--- src/rtl/hts_pkg.sv ---
// Package for the heap timer scheduler: sizes, command and status codes,
// and the word and heap entry types. Depends on nothing.
package hts_pkg;

	localparam int TIMER_SLOTS = 16;
	localparam int MAX_FIRES   = 16;
	localparam int IDX_W  = $clog2(TIMER_SLOTS);
	localparam int CNT_W  = $clog2(TIMER_SLOTS + 1);
	localparam int KID_W  = IDX_W + 2;
	localparam int FIRE_W = $clog2(MAX_FIRES + 1);
	localparam int TIME_W = 48;
	localparam int PER_W  = 32;
	localparam int REP_W  = 16;
	localparam int ID_W   = 16;

	localparam logic [TIME_W-1:0] TIME_MAX = '1;

	localparam logic [1:0] CMD_REG   = 2'd0;
	localparam logic [1:0] CMD_UNREG = 2'd1;
	localparam logic [1:0] CMD_TICK  = 2'd2;

	localparam logic [2:0] ST_REGISTERED = 3'd0;
	localparam logic [2:0] ST_REMOVED    = 3'd1;
	localparam logic [2:0] ST_NOT_FOUND  = 3'd2;
	localparam logic [2:0] ST_FULL       = 3'd3;
	localparam logic [2:0] ST_FIRED      = 3'd4;
	localparam logic [2:0] ST_NONE       = 3'd5;

	typedef struct packed {
		logic [1:0]        command;
		logic [TIME_W-1:0] now_ms;
		logic [PER_W-1:0]  period_ms;
		logic [PER_W-1:0]  first_delay_ms;
		logic [REP_W-1:0]  repeat_count;
		logic [ID_W-1:0]   target_id;
	} cmd_t;

	typedef struct packed {
		logic [2:0]      status;
		logic [ID_W-1:0] timer_id;
		logic            last;
	} rsp_t;

	typedef struct packed {
		logic [TIME_W-1:0] expiry;
		logic [PER_W-1:0]  period;
		logic [REP_W-1:0]  repeats;
		logic [ID_W-1:0]   id;
	} entry_t;

endpackage

--- src/rtl/hts_cell.sv ---
// One heap position: holds a timer entry, compares it with its parent
// position and matches its id. Depends on hts_pkg.
module hts_cell import hts_pkg::*; (
	input  logic              clk,
	input  logic              wr_en,
	input  entry_t            wr_data,
	input  logic [TIME_W-1:0] parent_expiry,
	input  logic              has_parent,
	input  logic [ID_W-1:0]   target_id,
	output entry_t            data,
	output logic              lt_parent,
	output logic              id_hit
);

	entry_t entry_q;

	always_ff @(posedge clk) begin
		if (wr_en) begin
			entry_q <= wr_data;
		end
	end

	assign data      = entry_q;
	assign lt_parent = has_parent && (entry_q.expiry < parent_expiry);
	assign id_hit    = (entry_q.id == target_id);

endmodule

--- config.mk ---
export PLATFORM = sky130hd
export DESIGN_NAME = hts_cell
export DESIGN_NICKNAME = d
export VERILOG_FILES = /design/src/rtl/hts_pkg.sv /design/src/rtl/hts_cell.sv
export SDC_FILE = /design/constraint.sdc
export NUM_CORES = 1
export LEC_CHECK = 0
export BUFFER_PORTS_ARGS = -buffer_cell sky130_fd_sc_hd__buf_4
export CORE_AREA = 2 2 115 117
export DETAILED_ROUTE_END_ITERATION = 10
export DIE_AREA = 0 0 117 119
export PLACE_DENSITY_LB_ADDON = 0.08
export SLEW_MARGIN = 20
export SYNTH_ARGS = -nofsm -noshare
export SYNTH_HDL_FRONTEND = slang
export SYNTH_SLANG_ARGS = --single-unit
--- constraint.sdc ---
create_clock -name clk -period 2.4 [get_ports clk]
set_input_delay 0.24 -clock clk [delete_from_list [all_inputs] [get_ports clk]]
set_output_delay 0.24 -clock clk [all_outputs]
set_load 0.03 [all_outputs]
==> metrics.cfg <==
[status]
outcome = complete, but fails checks
violations = setup timing

[global_routing]
met3_usage_pct = 8.65
busiest_layer = met2
grt_pass1_wl_um = 18700
grt_max_degree = 57
antenna_found_initial = 0
grtUsageMet1_pct = 18.2
grt-ovfl-total = 0
grtUsageTotal_pct = 18.2
grt_util_met2_pct = 32.7
grt_pass1_vias = 3829

[logic_synthesis]
synth-warning-count = 0
syn_area_um2 = 4750
synth_cells = 303
synthDistinctLibCells = 25
yosysSeqAreaShare_pct = 70.8
synth_seq_cells = 112
async_flop_share_pct = 0
synth_edf_count = 112
avgSynthCellArea_um2 = 15.7
synthFlopType = edfxtp_1
syn_nets = 529

[sta]
max_slew_margin_pct = 68.3
post-route-min-period_ns = 2.63
finalSetupViolCount = 1
layout_setup_ws_ns = -0.225
worstMarginPinSlew_ns = 0.475
slew_viol_final = 0
clock.fmax_mhz = 381
post-route-period-util_pct = 109
hold_viol = 0
grt_setup_unrepaired = yes
final.setup.tns_ns = -0.225

[setup_path]
cp_max_fo = 3
cp-endpoint = lt_parent
required_ns = 2.16
critPathLaunch = data[79]
start_kind = flop
arrival_ns = 2.39
critPathCaptureType = output port
worstSetupPathType = reg2out

[place]
dp_hpwl_um = 10400
dp_cells = 775
io_buffers = 292
place_congestion = 0.826

[detailed_routing]
wl_um = 12800
final_antenna_net_count = 0
dr.first_iter.drc_count = 131
drt-pass1-iter-count = 4
drc = 0
vias = 3579
viasPerCell = 4.52
wl_per_cell_um = 16.2

[clocking]
cts-root-buf = clkbuf_16
cts_tree = yes
clockBufferDepth = 2
htree_levels = 3
hold_buffers = 0
path_clk_slew_ns = 0.07
clock_sinks = 112
numCtsBuffers = 9

[final_layout]
fill_cells = 1078
antenna_cells = 0
ff_latch_area_um2 = 3360
syn_to_final_growth_pct = 59.0
fin_nets = 837
drive_above_1_share_pct = 51.9
multi_input_area_um2 = 1250
layout_common_cells = buf_4, edfxtp_1, inv_1
largest_register_ffs = 112
layoutNonFillerInstCount = 791
layout_commonest_cell = buf_4

[floorplanning]
ios = 293
core_area_um2 = 12900
initial_core_util_pct = 36.9
rows = 42
dieArea_um2 = 13900
die_y_um = 119
die_x_um = 117

[power]
p_per_area_nw_per_um2 = 663
peakVddDrop_uv = 569
leakagePower_nw = 3.47

[flow_run]
max_cap_viol_count = 0

[worst_hold_path]
hold_class = in2reg

==> metal layers <==
metal  wire length [µm]  vias up  part of all wire [%]
met2               6710      174                    53
li1                   -     1732                     -
met3               1420       20                    11
met4                303        0                   2.4
met1               4340     1653                    34
met5                  0        -                     0
==> worst max-delay path: stages (launching register included) <==
cell and delay [ns]:
edfxtp_1 0.44, ha_4 0.31, nand4_1 0.15, or3_1 0.41, o32ai_2 0.24, o311a_1 0.20
o311ai_2 0.10, buf_4 0.18
==> per-stage QoR <==
step                      setup slack [ns]  hold slack (ns)  area, µm²  util, %  power (W)
final                               -0.225           0.0635       7550     58.6    0.00500
after global routing                -0.312           0.0356       7550     58.6    0.00524
after CTS                           -0.228           0.0446       7530     58.5    0.00506
after detailed placement             0.103            0.419       7200     55.9    0.00354
after global placement               0.124            0.418       7200     55.9    0.00352
after floorplan                     0.0304            0.339       4750        -    0.00296
==> synth_stat cells, types with 2 or more instances <==
master	instances	area share (%)
o21ai_0	4	0.42
inv_1	47	3.7
nand3_1	6	0.63
ha_1	47	12
nor2_1	5	0.40
and4_1	2	0.37
a21o_1	3	0.47
xnor2_1	16	3.0
o21a_1	2	0.32
a21oi_1	18	1.9
nor4_1	2	0.26
edfxtp_1	112	71
nand2_1	17	1.3
nand4_1	10	1.3
a221oi_1	2	0.37
==> final cells by class <==
| type | instances | area share (%) |
|---|---|---|
| Multi-Input combinational cell | 144 | 16.6 |
| Inverter | 47 | 2.34 |
| Tap cell | 176 | 2.92 |
| Timing Repair Buffer | 297 | 29.7 |
| Clock inverter | 6 | 0.879 |
| Clock buffer | 9 | 2.98 |
| Sequential cell | 112 | 44.6 |
==> repair_timing <==
item                                    4_1_cts  5_1_grt
endpoints found under the setup margin        1        1
setup buffers                                 1        0
gates resized for setup                       3        2
hold endpoints to repair                      0        0
pin swaps                                     1        0
==> kinds of logic (layout without fill, tap and decap cells) <==
| family | Yosys count | in the layout | share of synthesized area, % |
|---|---|---|---|
| fa+ha+maj | 47 | 47 | 12.4 |
| simple gates | 45 | 45 | 4.88 |
| compound gates | 36 | 36 | 5.22 |
| buf+inv | 47 | 359 | 3.72 |
| xor+xnor | 16 | 16 | 2.95 |
| flops | 112 | 112 | 70.8 |
==> where the power goes <==
part           switching [W]  internal (W)
registers          0.0000714       0.00233
logic               0.000599      0.000505
clock network       0.000689      0.000808
total                0.00136       0.00364
==> how the worst min path moves through the flow <==
stage | start | end | depth (start not counted)
floorplan | wr_data[0] | data[0] | 0
global placement | wr_data[19] | data[19] | 1
detailed placement | wr_data[11] | data[11] | 1
CTS | wr_data[111] | data[111] | 1
global route | wr_data[58] | data[58] | 1
finish | wr_data[68] | data[68] | 1
Power figures use the tool's default switching activity.
