### src/rtl/hts_pkg.sv
// Package for the heap timer scheduler: sizes, command and status codes,
// and the word and heap entry types. Depends on nothing.
package hts_pkg;

	localparam int TIMER_SLOTS = 16;
	localparam int MAX_FIRES   = 16;
	localparam int IDX_W  = $clog2(TIMER_SLOTS);
	localparam int CNT_W  = $clog2(TIMER_SLOTS + 1);
	localparam int KID_W  = IDX_W + 2;
	localparam int FIRE_W = $clog2(MAX_FIRES + 1);
	localparam int TIME_W = 48;
	localparam int PER_W  = 32;
	localparam int REP_W  = 16;
	localparam int ID_W   = 16;

	localparam logic [TIME_W-1:0] TIME_MAX = '1;

	localparam logic [1:0] CMD_REG   = 2'd0;
	localparam logic [1:0] CMD_UNREG = 2'd1;
	localparam logic [1:0] CMD_TICK  = 2'd2;

	localparam logic [2:0] ST_REGISTERED = 3'd0;
	localparam logic [2:0] ST_REMOVED    = 3'd1;
	localparam logic [2:0] ST_NOT_FOUND  = 3'd2;
	localparam logic [2:0] ST_FULL       = 3'd3;
	localparam logic [2:0] ST_FIRED      = 3'd4;
	localparam logic [2:0] ST_NONE       = 3'd5;

	typedef struct packed {
		logic [1:0]        command;
		logic [TIME_W-1:0] now_ms;
		logic [PER_W-1:0]  period_ms;
		logic [PER_W-1:0]  first_delay_ms;
		logic [REP_W-1:0]  repeat_count;
		logic [ID_W-1:0]   target_id;
	} cmd_t;

	typedef struct packed {
		logic [2:0]      status;
		logic [ID_W-1:0] timer_id;
		logic            last;
	} rsp_t;

	typedef struct packed {
		logic [TIME_W-1:0] expiry;
		logic [PER_W-1:0]  period;
		logic [REP_W-1:0]  repeats;
		logic [ID_W-1:0]   id;
	} entry_t;

endpackage

### src/rtl/hts_rem.sv
// Restoring remainder unit, one dividend bit per cycle.
// Depends on hts_pkg.
module hts_rem import hts_pkg::*; (
	input  logic              clk,
	input  logic              arst_n,
	input  logic              start,
	input  logic [TIME_W-1:0] dividend,
	input  logic [PER_W-1:0]  divisor,
	output logic              done,
	output logic [PER_W-1:0]  rem
);

	localparam int BIT_W = $clog2(TIME_W + 1);

	logic [TIME_W-1:0] dvd_q;
	logic [PER_W-1:0]  dvs_q;
	logic [PER_W-1:0]  rem_q;
	logic [BIT_W-1:0]  cnt_q;
	logic              busy_q;
	logic              done_q;
	logic [PER_W:0]    trial;
	logic [PER_W:0]    diff;

	assign trial = {rem_q, dvd_q[TIME_W-1]};
	assign diff  = trial - {1'b0, dvs_q};

	always_ff @(posedge clk or negedge arst_n) begin
		if (!arst_n) begin
			busy_q <= 1'b0;
			done_q <= 1'b0;
			cnt_q  <= '0;
		end else begin
			done_q <= 1'b0;
			if (start) begin
				busy_q <= 1'b1;
				cnt_q  <= BIT_W'(TIME_W);
			end else if (busy_q) begin
				cnt_q <= cnt_q - 1'b1;
				if (cnt_q == BIT_W'(1)) begin
					busy_q <= 1'b0;
					done_q <= 1'b1;
				end
			end
		end
	end

	always_ff @(posedge clk) begin
		if (start) begin
			dvd_q <= dividend;
			dvs_q <= divisor;
			rem_q <= '0;
		end else if (busy_q) begin
			dvd_q <= {dvd_q[TIME_W-2:0], 1'b0};
			if (!diff[PER_W]) begin
				rem_q <= diff[PER_W-1:0];
			end else begin
				rem_q <= trial[PER_W-1:0];
			end
		end
	end

	assign done = done_q;
	assign rem  = rem_q;

endmodule

### config.mk
export PLATFORM = sky130hd
export DESIGN_NAME = hts_rem
export DESIGN_NICKNAME = d
export VERILOG_FILES = /design/src/rtl/hts_pkg.sv /design/src/rtl/hts_rem.sv
export SDC_FILE = /design/constraint.sdc
export NUM_CORES = 1
export LEC_CHECK = 0
export ABC_AREA = 0
export BUFFER_PORTS_ARGS = -buffer_cell sky130_fd_sc_hd__clkbuf_2
export CAP_MARGIN = 5
export CORE_MARGIN = 4
export CORE_UTILIZATION = 40
export DETAILED_ROUTE_END_ITERATION = 16
export MAX_ROUTING_LAYER = met4
export PLACE_DENSITY = 0.65
export SYNTH_ARGS = -nofsm -noshare
export SYNTH_HDL_FRONTEND = slang
export SYNTH_SLANG_ARGS = --single-unit
### constraint.sdc
create_clock -name clk -period 2.75 [get_ports clk]
set_input_delay 0.275 -clock clk [delete_from_list [all_inputs] [get_ports clk]]
set_output_delay 0.275 -clock clk [all_outputs]
set_load 0.01 [all_outputs]
==> results.py <==
metrics = {
    "drt": {
        "drt-wirelength-per-cell_um": 16.5,
        "drt_first_pass_iters": 5,
        "drt-total-wl_um": 17700,
        "viasPerCell": 5.29,
        "vias": 5678,
        "drc": 0,
        "antenna_left": 0,
        "drt_iter0_markers": 289,
    },
    "critical_path": {
        "path_cells": "inv_1, ha_1, buf_4, nand4_1, or4_4, o21a_4, buf_6, xnor2_4, buf_6, o2111ai_2, a311oi_1",
        "worstPathArrival_ns": 3.04,
        "startpoint_type": "register",
        "cp_top_family": "simple AND/OR/NAND/NOR gates",
        "crit_slowest_cell": "or4_4",
        "worst_setup_path_end_kind": "register",
        "setup.worst_path.class": "reg -> reg",
        "cp.required_ns": 3.07,
        "cp_slowest_stage_delay_ns": 0.48,
        "cp_num_buf_inv": 4,
        "critPathMaxFanout": 8,
        "cpMostUsedCell": "buf_6",
    },
    "sta": {
        "worstMarginPinSlew_ns": 0.604,
        "slew_viol_final": 0,
        "fin_skew_ns": 0.0110,
        "fmax_mhz": 367,
        "finalHoldViolations": 0,
        "timing.final.crit_share_pct": 99.0,
        "fin_crit_ns": 2.72,
        "rsz0062_at_grt": "yes",
        "finalSetupViolCount": 0,
        "max_slew_margin_pct": 59.7,
        "layout_setup_ws_ns": 0.0282,
        "fin_tns_setup_ns": 0,
        "fin_hold_ws_ns": 0.0293,
    },
    "synth": {
        "synthCells": 643,
        "ys.flop_type": "edfxtp_1",
        "ys_seq_area_share_pct": 46.9,
        "synth-seq-cells": 120,
        "syn_area_um2": 6920,
        "synth-edff-count": 80,
        "yosys_warnings": 0,
        "async_reset_ff_share_pct": 6.67,
        "synth_cell_types": 73,
        "yosys.area.top_type_share_pct": 34.7,
        "avgSynthCellArea_um2": 10.8,
        "synth_nets": 761,
        "synth_most_common_cell": "edfxtp_1",
        "synth.area.top_cells": "edfxtp_1 (35%), dfxtp_1 (9.3%), mux2_2 (7.6%), ha_1 (6.1%), nand2_1 (4.0%)",
        "ys_top_cells_by_count": "edfxtp_1 (80), nand2_1 (73), nor2_1 (54)",
        "yosysTopAreaCell": "edfxtp_1",
    },
    "grt": {
        "overflow": 0,
        "antenna_found_initial": 0,
        "grt_pass1_wl_um": 28800,
        "grt_pass1_vias": 5949,
        "grtUsageTotal_pct": 18.6,
        "grt_start_max_net_pins": 51,
    },
    "placed_design": {
        "gp_congestion": 0.951,
        "dp_hpwl_um": 12600,
        "place_inst": 1027,
        "place_ws_ns": -0.206,
        "port_buffers": 115,
    },
    "floorplan": {
        "die_x_um": 140,
        "die_h_um": 140,
        "ios": 116,
        "core_um2": 16800,
        "rows": 47,
        "die_area_um2": 19500,
        "start_util_pct": 41.3,
    },
    "power": {
        "power.switching_w": 0.00367,
        "clkPwrFrac_pct": 23.0,
        "leakage_nw": 4.05,
        "p_int_w": 0.00589,
        "vdd_ir_drop_max_mv": 0.587,
        "p_per_area_nw_per_um2": 1040,
        "pwr-share-seq_pct": 26.3,
        "netSwitchingFraction_pct": 38.4,
        "p_comb_share_pct": 50.7,
    },
    "worst_hold_path": {
        "holdCritPathClass": "in -> reg",
    },
    "status": {
        "status": "finished clean",
    },
    "finish": {
        "final_core_util_pct": 54.8,
        "antenna_cells": 0,
        "drive_gt1_share_pct": 42.2,
        "areaGrowthSynthToFinish_pct": 32.6,
        "fin_nets": 959,
        "instances_no_fill": 1074,
    },
    "clock_tree": {
        "cts_tree": "yes",
        "clock_latency_ns": 0.42,
        "cts_max_path_buffers": 2,
        "cts-root-buf": "clkbuf_16",
        "path_clk_slew_ns": 0.06,
        "cts-htree-levels": 4,
        "cts_sinks": 120,
        "numCtsBuffers": 17,
    },
    "run": {
        "max_cap_viol_count": 0,
    },
}
[kinds of logic after synthesis]
group,count (synthesis),synth area share (%)
AND/OR/NAND/NOR,189,12.7
AO/OA/AOI/OAI,140,16.7
flip-flops,120,46.9
buffers and inverters,79,5.04
multiplexers,51,8.23
adder cells (fa/ha/maj),35,6.44
XOR/XNOR,29,4.05
[per-stage QoR]
| step | area [um2] | total power [W] |
|---|---|---|
| 3_3_place_gp | 8230 | 0.00660 |
| 5_1_grt | 9180 | 0.0102 |
| 6_report | 9180 | 0.00956 |
| 2_1_floorplan | 6920 | 0.00516 |
| 3_5_place_dp | 8230 | 0.00672 |
| 4_1_cts | 8940 | 0.00916 |
[cell type report]
class | count | area, um2
sequential | 120 | 3240
clock inverter | 15 | 156
fill | 1438 | 7580
clock buffer | 17 | 425
inverter | 42 | 158
tap | 220 | 275
multi-input combinational | 444 | 3520
timing repair buffer | 216 | 1400
[cells in the final DEF, fill, tap and decap left out, types with 10 or more instances in the layout]
master	n
xor2_1	13
nor2_1	54
a21o_1	13
buf_4	89
buf_6	10
dfxtp_1	32
mux2_2	47
clkbuf_2	114
xnor2_1	14
a311oi_2	16
clkbuf_16	17
edfxtp_1	80
inv_1	38
ha_1	28
nand2_1	63
a21oi_1	28
[worst paths after layout]
path | start | to | slack, ns | cells after the start
max | dvs_q[23]$_DFFE_PP_ | rem[30]$_SDFFE_PP0P_ | 0.03 | 11
min | divisor[26] | dvs_q[26]$_DFFE_PP_ | 0.03 | 1
max reg2reg | dvs_q[23]$_DFFE_PP_ | rem[30]$_SDFFE_PP0P_ | 0.03 | 11
min reg2reg | rem[11]$_SDFFE_PP0P_ | rem[12]$_SDFFE_PP0P_ | 0.52 | 2
max in group asynchronous | arst_n | busy_q$_DFF_PN0_ | 2.28 | 2
min in group asynchronous | arst_n | cnt_q[5]$_DFFE_PN0P_ | 0.27 | 2
[per-layer routing]
metal,track usage [%],vias to the layer above,wire (um)
met3,6.48,46,1260
li1,-,2746,-
met1,22.0,2675,7480
met5,-,-,0
met4,8.11,0,529
met2,28.8,211,8410
[flip-flops by register name, indices dropped and copies added (netlist names)]
register,flops
dvd_q,48
busy_q,1
cnt_q,6
rem,32
dvs_q,32
done,1
[power by group through the flow]
stage	Combinational, W	Sequential [W]	Clock [W]
after floorplan	0.00253	0.00264	0
after global placement	0.00408	0.00252	0
after detailed placement	0.00419	0.00253	0
after CTS	0.00441	0.00250	0.00225
after global routing	0.00528	0.00255	0.00235
final	0.00485	0.00251	0.00220
[timing repair]
item                                   CTS  global route
endpoints found under the hold margin    8             0
hold buffers                             1             0
gates resized for setup                 14            43
pin swaps                                9            23
buffers inserted                         5             8
gates cloned                             1             0
setup endpoints to repair               29            32
Power figures use the tool's default switching activity.
